`src/design/vosc_pkg.sv`:
```
package vosc_pkg;

  localparam int unsigned PaddrW = 4;

  localparam logic [1:0] REG_MAX_SLEW = 2'd0;
  localparam logic [1:0] REG_MIN_MOVE = 2'd1;
  localparam logic [1:0] REG_GLACIAL  = 2'd2;

  localparam logic [6:0] PC_FULL   = 7'd100;
  localparam logic [6:0] PC_MIN    = 7'd1;
  localparam logic [6:0] BAND_MIN  = 7'd7;
  localparam logic [6:0] VFAST_CAP = 7'd34;
  localparam logic [6:0] FAST_CAP  = 7'd20;
  localparam logic [6:0] AIM_GAIN  = 7'd6;
  localparam logic [4:0] AIM_TOP   = 5'd16;

  typedef struct packed {
    logic signed [11:0] temp_c16;
    logic [6:0]         target_temp_c;
    logic               bake_mode;
    logic               eco_bias;
    logic               hub_mode;
  } tick_t;

  typedef struct packed {
    logic [6:0] valve_percent;
    logic       changed;
    logic       cancel_bake;
  } result_t;

endpackage

```
`src/design/valve_opening_slew_controller.sv`:
```
// Result timing: a request's result is registered and shows in the cycle after the request is accepted.
// Throughput: one request per cycle; the request side stalls only while a held
// result is itself stalled.
// Reset (rst, synchronous, active high): valve closed, no result pending,
// registers max_slew_pc = 5, min_move_pc = 7, glacial = 0.
module valve_opening_slew_controller (
  input  logic                        clk,
  input  logic                        rst,
  input  logic                        tick_valid,
  output logic                        tick_stall,
  input  vosc_pkg::tick_t             tick,
  output logic                        result_valid,
  input  logic                        result_stall,
  output vosc_pkg::result_t           result,
  input  logic                        psel,
  input  logic                        penable,
  input  logic                        pwrite,
  input  logic [vosc_pkg::PaddrW-1:0] paddr,
  input  logic [31:0]                 pwdata,
  output logic [31:0]                 prdata,
  output logic                        pready
);
  import vosc_pkg::*;

  logic [6:0] max_slew_pc;
  logic [6:0] min_move_pc;
  logic       glacial;
  logic [6:0] valve_open;
  logic [6:0] valve_open_next;
  logic       chg_next;
  logic       cancel_next;
  logic       tick_accept;
  logic       cfg_write;

  logic [6:0] mx;
  logic [6:0] band_cl;
  logic [6:0] band;
  logic [8:0] mx4;
  logic [7:0] mx2;
  logic [6:0] vfast;
  logic [6:0] fast;
  logic signed [7:0] deg;
  logic signed [8:0] deg_s;
  logic signed [8:0] tgt_s;
  logic [6:0] up_step;
  logic [7:0] up_sum;
  logic [4:0] aim_k;
  logic [6:0] aim;
  logic [6:0] err_dn;
  logic [6:0] err_up;
  logic [6:0] up_lim;

  assign pready      = 1'b1;
  assign cfg_write   = psel && penable && pwrite && pready;
  assign tick_stall  = result_valid && result_stall;
  assign tick_accept = tick_valid && !tick_stall;

  always_ff @(posedge clk) begin
    if (rst) begin
      max_slew_pc <= 7'd5;
      min_move_pc <= 7'd7;
      glacial     <= 1'b0;
    end else if (cfg_write) begin
      case (paddr[3:2])
        REG_MAX_SLEW: max_slew_pc <= pwdata[6:0];
        REG_MIN_MOVE: min_move_pc <= pwdata[6:0];
        REG_GLACIAL:  glacial     <= pwdata[0];
        default: ;
      endcase
    end
  end

  always_comb begin
    case (paddr[3:2])
      REG_MAX_SLEW: prdata = {25'd0, max_slew_pc};
      REG_MIN_MOVE: prdata = {25'd0, min_move_pc};
      REG_GLACIAL:  prdata = {31'd0, glacial};
      default:      prdata = 32'd0;
    endcase
  end

  always_comb begin
    mx      = (max_slew_pc < PC_MIN) ? PC_MIN :
              (max_slew_pc > PC_FULL) ? PC_FULL : max_slew_pc;
    band_cl = (min_move_pc < PC_MIN) ? PC_MIN :
              (min_move_pc > PC_FULL) ? PC_FULL : min_move_pc;
    band    = (band_cl < BAND_MIN) ? BAND_MIN : band_cl;
    mx4     = {mx, 2'b00};
    mx2     = {mx, 1'b0};
    if (glacial) begin
      vfast = mx;
      fast  = mx;
    end else begin
      vfast = (mx4 < {2'b00, VFAST_CAP}) ? mx4[6:0] : VFAST_CAP;
      fast  = (mx2 < {1'b0, FAST_CAP}) ? mx2[6:0] : FAST_CAP;
    end

    deg   = 8'(tick.temp_c16 >>> 4);
    deg_s = {deg[7], deg};
    tgt_s = signed'({2'b00, tick.target_temp_c});

    up_step = glacial ? mx : (tick.eco_bias ? fast : vfast);
    up_sum  = {1'b0, valve_open} + {1'b0, up_step};

    aim_k  = AIM_TOP - {1'b0, tick.temp_c16[3:0]};
    aim    = {2'b00, aim_k} * AIM_GAIN;
    err_dn = valve_open - aim;
    err_up = aim - valve_open;
    up_lim = glacial ? mx : ((tick.bake_mode || !tick.eco_bias) ? fast : mx);

    valve_open_next = valve_open;
    chg_next        = 1'b0;
    cancel_next     = 1'b0;

    if (deg_s < tgt_s) begin
      if (valve_open != PC_FULL) begin
        chg_next = 1'b1;
        if (tick.bake_mode && !glacial) begin
          valve_open_next = PC_FULL;
        end else begin
          valve_open_next = (up_sum < {1'b0, PC_FULL}) ? up_sum[6:0] : PC_FULL;
        end
      end
    end else if (deg_s > tgt_s) begin
      cancel_next = 1'b1;
      if (valve_open != 7'd0) begin
        chg_next = 1'b1;
        if ((!tick.eco_bias || tick.hub_mode) && valve_open > vfast) begin
          valve_open_next = valve_open - vfast;
        end else begin
          valve_open_next = 7'd0;
        end
      end
    end else begin
      if (aim < valve_open) begin
        if (err_dn >= band) begin
          chg_next        = 1'b1;
          valve_open_next = (err_dn > mx) ? valve_open - mx : aim;
        end
      end else if (aim > valve_open) begin
        if (err_up >= band) begin
          chg_next        = 1'b1;
          valve_open_next = (err_up > up_lim) ? valve_open + up_lim : aim;
        end
      end
    end
  end

  always_ff @(posedge clk) begin
    if (rst) begin
      valve_open   <= 7'd0;
      result_valid <= 1'b0;
    end else begin
      if (tick_accept) begin
        valve_open   <= valve_open_next;
        result_valid <= 1'b1;
      end else if (!result_stall) begin
        result_valid <= 1'b0;
      end
    end
  end

  always_ff @(posedge clk) begin
    if (tick_accept) begin
      result.valve_percent <= valve_open_next;
      result.changed       <= chg_next;
      result.cancel_bake   <= cancel_next;
    end
  end

`ifndef SYNTHESIS
  a_valve_range: assert property (@(posedge clk) disable iff (rst)
    result_valid |-> result.valve_percent <= PC_FULL)
    else $error("valve opening above full scale");

  a_result_follows: assert property (@(posedge clk) disable iff (rst)
    tick_accept |=> result_valid && result.valve_percent == valve_open)
    else $error("result missing or out of step with valve state");

  a_state_hold: assert property (@(posedge clk) disable iff (rst)
    !tick_accept |=> valve_open == $past(valve_open))
    else $error("valve state moved without a request");

  a_cancel_closes: assert property (@(posedge clk) disable iff (rst)
    tick_accept |=> !(result.cancel_bake && result.changed &&
                      valve_open >= $past(valve_open)))
    else $error("over target but valve did not close");
`endif

endmodule

```
`config.mk`:
```
export PLATFORM = sky130hd
export DESIGN_NAME = valve_opening_slew_controller
export DESIGN_NICKNAME = d
export VERILOG_FILES = /design/src/design/vosc_pkg.sv /design/src/design/valve_opening_slew_controller.sv
export SDC_FILE = /design/constraint.sdc
export NUM_CORES = 1
export LEC_CHECK = 0
export CAP_MARGIN = 25
export CORE_MARGIN = 2
export CORE_UTILIZATION = 60
export CTS_BUF_LIST = sky130_fd_sc_hd__clkbuf_8
export DETAILED_ROUTE_END_ITERATION = 8
export DONT_BUFFER_PORTS = 1
export HOLD_SLACK_MARGIN = 0.03
export PLACE_DENSITY = 0.75
export SLEW_MARGIN = 20
export SYNTH_ARGS = -nofsm -noshare
export SYNTH_HDL_FRONTEND = slang
export SYNTH_SLANG_ARGS = --single-unit
```
`constraint.sdc`:
```
create_clock -name clk -period 6.4 [get_ports clk]
set_clock_uncertainty 0.05 [all_clocks]
set_input_delay 0.96 -clock clk [delete_from_list [all_inputs] [get_ports clk]]
set_output_delay 0.96 -clock clk [all_outputs]
set_load 0.05 [all_outputs]
```
==> results of run 1 <==
[through the flow]
stage               instances  total power [mW]  area [um2]  hold WS [ns]   util
floorplan                 660             0.923        4970         0.433      -
global placement          720              1.06        4840         0.470  0.621
detailed placement        720              1.09        4850         0.475  0.621
CTS                       728              1.28        4960         0.494  0.635
global route              728              1.40        4960         0.525  0.635
finish                    728              1.31        4960         0.498  0.635
[flip-flops by register name (all words and copies together) (netlist names)]
name          count
result_valid      1
max_slew_pc       7
min_move_pc       7
glacial           1
valve_open        7
result            9
[synthesized netlist by cell type (all sizes together) (6+ instances only)]
| master | count |
|---|---|
| a21o | 12 |
| xnor2 | 17 |
| mux2i | 26 |
| inv | 50 |
| nor3 | 12 |
| o21ai | 38 |
| a21oi | 48 |
| ha | 76 |
| nor2b | 11 |
| dfxtp | 23 |
| clkbuf | 17 |
| nand4 | 6 |
| buf | 26 |
| nor2 | 62 |
| o21bai | 8 |
| edfxtp | 9 |
| a211oi | 14 |
| o21a | 10 |
| nand2 | 49 |
| a31oi | 6 |
| nand3 | 13 |
| nand2b | 7 |
| fa | 6 |
| xor2 | 9 |
[logic make-up (layout without fill, tap and decap cells)]
logic type / after synthesis / after routing / synth area share
XOR/XNOR: 26 / 26 / 0.0467
AND/OR/NAND/NOR: 191 / 191 / 0.189
adder cells (fa/ha/maj): 82 / 82 / 0.220
buffers and inverters: 93 / 59 / 0.0916
other: 2 / 26 / 0.00154
flip-flops: 32 / 32 / 0.150
multiplexers: 26 / 26 / 0.0533
AO/OA/AOI/OAI: 184 / 184 / 0.249
[worst max-delay path by stage]
stage	end	slack, ns	from	cells after the start
after floorplan	result[7]	1.23	tick[10]	22
after global placement	result[7]	0.81	tick[10]	19
after detailed placement	result[7]	0.68	tick[11]	19
after CTS	result[7]	0.96	tick[11]	19
after global routing	result[7]	0.33	tick[10]	19
final	result[7]	0.84	tick[10]	19
[worst max-delay path: cells and delay by family]
kind,cells,cell delay [ns]
compound gates,9,2.77
xor+xnor,2,0.40
fa+ha+maj,4,1.20
buf+inv,1,0.02
simple gates,3,0.29
[where the power goes]
part / total [mW] / internal (mW) / switching [mW] / leakage [nW]
clock network: 0.197 / 0.115 / 0.0814 / 0.0541
registers: 0.266 / 0.224 / 0.0421 / 0.273
logic: 0.844 / 0.321 / 0.523 / 1.90
[per-layer routing]
layer  part of all wire  up-vias  GRT usage  wire (um)
li1                   -     2230          -          -
met1               0.43     2151      0.388       5550
met2               0.47      186      0.498       6050
met3              0.067       39     0.0313        863
met4              0.036        0      0.129        463
met5                  0        -          0          0
[area by class of cell]
| type | count | area, um2 | area share |
|---|---|---|---|
| clock buffers | 5 | 68.8 | 0.0139 |
| clock inverters | 3 | 42.5 | 0.00858 |
| inverters | 50 | 188 | 0.0378 |
| multi-input cells | 535 | 3800 | 0.765 |
| flip-flops and latches | 32 | 731 | 0.147 |
| well taps | 102 | 128 | 0.0257 |
| repair buffers | 1 | 7.51 | 0.00151 |
==> reports/results.ini, run 1 <==
[yosys]
synth-edff-count=9
seq_area_frac_synth=0.150
synthArstFlopShare=0
synth-main-ff-cell=dfxtp_1
ys_types=63
synth.top_cell.area_share=0.195
syn_inst=636
yosysTopAreaCell=ha_1
synth_area_um2=4880
synthTopCellsByArea=ha_1 (19%), dfxtp_1 (9.4%), edfxtp_1 (5.5%)
yosys_warnings=0
ys_ff_latch=32
synth.avg_cell_area_um2=7.67

[global_routing]
grt_pass1_wl_um=20800
overflow=0
grt_usage=0.298
grt_max_degree=24
grt_antenna_before_repair=0
grt_pass1_vias=4360

[hold_path]
whs_path_depth=2
hold_start=max_slew_pc[0]
hold_class=flop to flop
whs_endpoint=max_slew_pc[0]

[critical_path]
critPathMaxStageDelay_ns=0.67
crit_type=input port to flop
cp_slowest_cell=o21ai_1
crit_required_ns=6.48
end_kind=flop
r2r_slack_ns=1.53
timing.rr.end=result[7]
r2r_cells=17
arrival_ns=5.64
crit_chain=inv_1, ha_1, xnor2_1, ha_1, a211oi_1, nor2_1, a21oi_1, ha_1, a21oi_1, xnor2_1, ha_1, a21oi_1, nand3_1, o21ai_1, nand2_1, o211a_1, a2111oi_0, a211oi_1, a21oi_1
start_kind=input port
r2r_start=valve_open[1]
crit_fanout=10

[route]
routed_wl_um=12900
drc_errors=0
dr_total_vias=4606
drt_iter0_drc=275
ant_nets=0
avgViaCountPerCell=6.33
drtPass1Iterations=5
wl_per_cell_um=17.8

[layout]
layout-drive-gt1-share=0.0288
antenna_cells=0
n_fill_cell=713
layout_commonest_cell=ha_1
area_growth_pct=1.69
nets=772
final_cell_mix=ha_1 (76), nor2_1 (62), inv_1 (50)

[sta]
finalWorstSetupSlack_ns=0.835
hold_viol=0
rsz0062_at_grt=false
drv_slew=0
slew_headroom=0.348
finalCritPeriodShare=0.870
clock.fmax_ghz=0.180
period_minus_slack_ns=5.56
fin_setup_tns_ns=0
worst_pin_slew_ns=0.972
setup_violations=0

[clocking]
postCtsSetupRepairBufs=0
cts_sinks=32
cts_made_buffers=5
cts.clk_slew.worst_paths_ns=0.08
clockRootBuffer=clkbuf_8
insertion_delay_ns=0.29
cts_tree=yes
cts.path.max_buffers=2
cts_hold_buf=0
ctsResizeCount=0
h-tree-depth=2

[floorplan]
fp-row-count=32
initial_core_util=0.625
core-area_um2=7810
die_area_um2=8870
io-pin-count=109
dieWidth_um=94.2
die_height_um=94.2

[power]
p_leak_nw=2.23
power_density_nw_per_um2=263
ir_worst_vdd_mv=0.261

[flow_run]
drv_cap=0

[outcome]
outcome=finished, final reports clean

[placed_design]
numPortBuffers=0
gp_congestion=0.947
preCtsSetupSlack_ns=0.676
dp_hpwl_um=10600

(Power assumes the default switching activity.)
==> inputs of run 2 (changes only) <==
--- a/config.mk
+++ b/config.mk
@@ -6,6 +6,7 @@
 export NUM_CORES = 1
 export LEC_CHECK = 0
 export CAP_MARGIN = 25
+export CORE_ASPECT_RATIO = 0.6
 export CORE_MARGIN = 2
 export CORE_UTILIZATION = 60
 export CTS_BUF_LIST = sky130_fd_sc_hd__clkbuf_8
==> run 2 against run 1 <==
Largest power group unchanged. Worst hold slack better by 0.0076 ns. Sequential share of layout area hardly changed. Highest routed layer unchanged. Flip-flop and latch count stayed put. Setup slack better by 0.035 ns. Global-route usage is 2.1 points higher. Critical path type unchanged.
==> reports/results.ini, run 2 (synthesis results as in run 1) <==
[sta]
clock.fmax_ghz=0.181  ; +0.63%
drv_slew=0  ; unchanged
hold_viol=0  ; unchanged
slew_headroom=0.409  ; +0.0614
worst_pin_slew_ns=0.883  ; -0.0888 ns
finalWorstSetupSlack_ns=0.870  ; +0.0347 ns
finalCritPeriodShare=0.864  ; -0.00542
rsz0062_at_grt=false
fin_setup_tns_ns=0  ; unchanged
setup_violations=0  ; unchanged
period_minus_slack_ns=5.53  ; -0.0347 ns

[placed_design]
gp_congestion=0.933  ; -1.4%
preCtsSetupSlack_ns=0.690  ; +0.0140 ns
dp_hpwl_um=11400  ; +8.1%
placed_cells_incl_taps=729  ; +1.3%
numPortBuffers=0  ; unchanged

[global_routing]
grt_max_degree=24  ; unchanged
overflow=0  ; unchanged
grt_pass1_vias=4222  ; -3.2%
grt_usage=0.319  ; +0.0207
grt_pass1_wl_um=21800  ; +4.8%
grt_antenna_before_repair=0  ; unchanged

[floorplan]
core-area_um2=7880  ; +0.96%
die_area_um2=8890  ; +0.27%
die_height_um=73.8  ; -22%
io-pin-count=109  ; unchanged
initial_core_util=0.619  ; -0.00595
dieWidth_um=120  ; +28%
fp-row-count=25  ; -22%

[layout]
area_growth_pct=1.82
stdcell_count=737  ; +1.2%
regMostFlops=result
layout-drive-gt1-share=0.0318  ; +0.00304
antenna_cells=0  ; unchanged
largest_reg_flops=9  ; unchanged
layout_commonest_cell=ha_1
nets=775  ; +0.39%
final_cell_mix=ha_1 (76), nor2_1 (62), inv_1 (50)

[clocking]
cts_sinks=32  ; unchanged
cts.path.max_buffers=2  ; unchanged
cts_tree=yes
postCtsSetupRepairBufs=0  ; unchanged
cts_made_buffers=5  ; unchanged
ctsResizeCount=0  ; unchanged
cts_hold_buf=0  ; unchanged
h-tree-depth=2  ; unchanged
insertion_delay_ns=0.30  ; about the same
clockRootBuffer=clkbuf_8
cts.clk_slew.worst_paths_ns=0.09  ; about the same

[route]
dr_total_vias=4700  ; +2.0%
drc_errors=0  ; unchanged
wl_met2_um=5780  ; -4.4%
wl_met3_um=1450  ; +67%
m1WireLength_um=6530  ; +18%
avgViaCountPerCell=6.38  ; +0.79%
ant_nets=0  ; unchanged
top_layer=met4
wl_per_cell_um=19.0  ; +6.8%
drtPass1Iterations=7  ; +2
routed_wl_um=14000  ; +8.1%
drt_iter0_drc=612  ; +120%

[power]
ir_worst_vdd_mv=0.181  ; -31%
power_density_nw_per_um2=262  ; -0.43%
p_leak_nw=2.23  ; about the same

[hold_path]
hold_class=flop to flop

[outcome]
outcome=finished, final reports clean

[critical_path]
crit_required_ns=6.51  ; +0.03 ns
crit_fanout=10  ; unchanged
end_kind=flop
start_kind=input port
crit_type=input port to flop
arrival_ns=5.64  ; about the same

[flow_run]
drv_cap=0  ; unchanged

[run 2: metal layers]
| metal | up-vias | global-route usage |
|---|---|---|
| li1 | 2237 | - |
| met5 | - | 0 |
| met1 | 2202 | 0.475 |
| met4 | 0 | 0.0698 |
| met3 | 16 | 0.0606 |
| met2 | 245 | 0.475 |
[run 2: worst paths after layout]
path / startpoint / to / cells after the start / slack, ns
max: tick[11] / result[7] / 19 / 0.87
min: max_slew_pc[0] / max_slew_pc[0] / 2 / 0.51
max reg2reg: valve_open[1] / result[7] / 17 / 1.55
min reg2reg: max_slew_pc[0] / max_slew_pc[0] / 2 / 0.51
[run 2: area by class of cell]
type	instances	area [um2]
Clock buffer	5	68.8
Clock inverter	3	23.8
Fill cell	739	2920
Inverter	50	188
Multi-Input combinational cell	535	3790
Sequential cell	32	731
Tap cell	108	135
Timing Repair Buffer	4	30.0
[run 2: stage by stage]
stage / power, mW / area (um2) / util / hold slack (ns)
after detailed placement: 1.11 / 4870 / 0.618 / 0.486
final: 1.30 / 4970 / 0.630 / 0.505
after floorplan: 0.923 / 4970 / - / 0.433
after CTS: 1.28 / 4970 / 0.630 / 0.506
after global placement: 1.08 / 4870 / 0.618 / 0.476
after global routing: 1.40 / 4970 / 0.630 / 0.542
[run 2: where the power goes]
part           internal [mW]  switching [mW]
Clock                 0.0772          0.0930
Sequential             0.224          0.0412
Combinational          0.323           0.544
Total                  0.624           0.678
[run 2: worst max-delay path, cell delays in order]
cell and delay (ns):
inv_1 0.04, ha_1 0.20, xnor2_1 0.21, ha_1 0.29, a211oi_1 0.33, nor2_1 0.09, a21oi_1 0.40, ha_1 0.39
a21oi_1 0.18, xnor2_1 0.18, ha_1 0.33, a21oi_1 0.17, nand3_1 0.12, o21ai_1 0.62, nand2_1 0.11, o211a_1 0.18
a2111oi_0 0.53, a211oi_1 0.14, a21oi_1 0.16
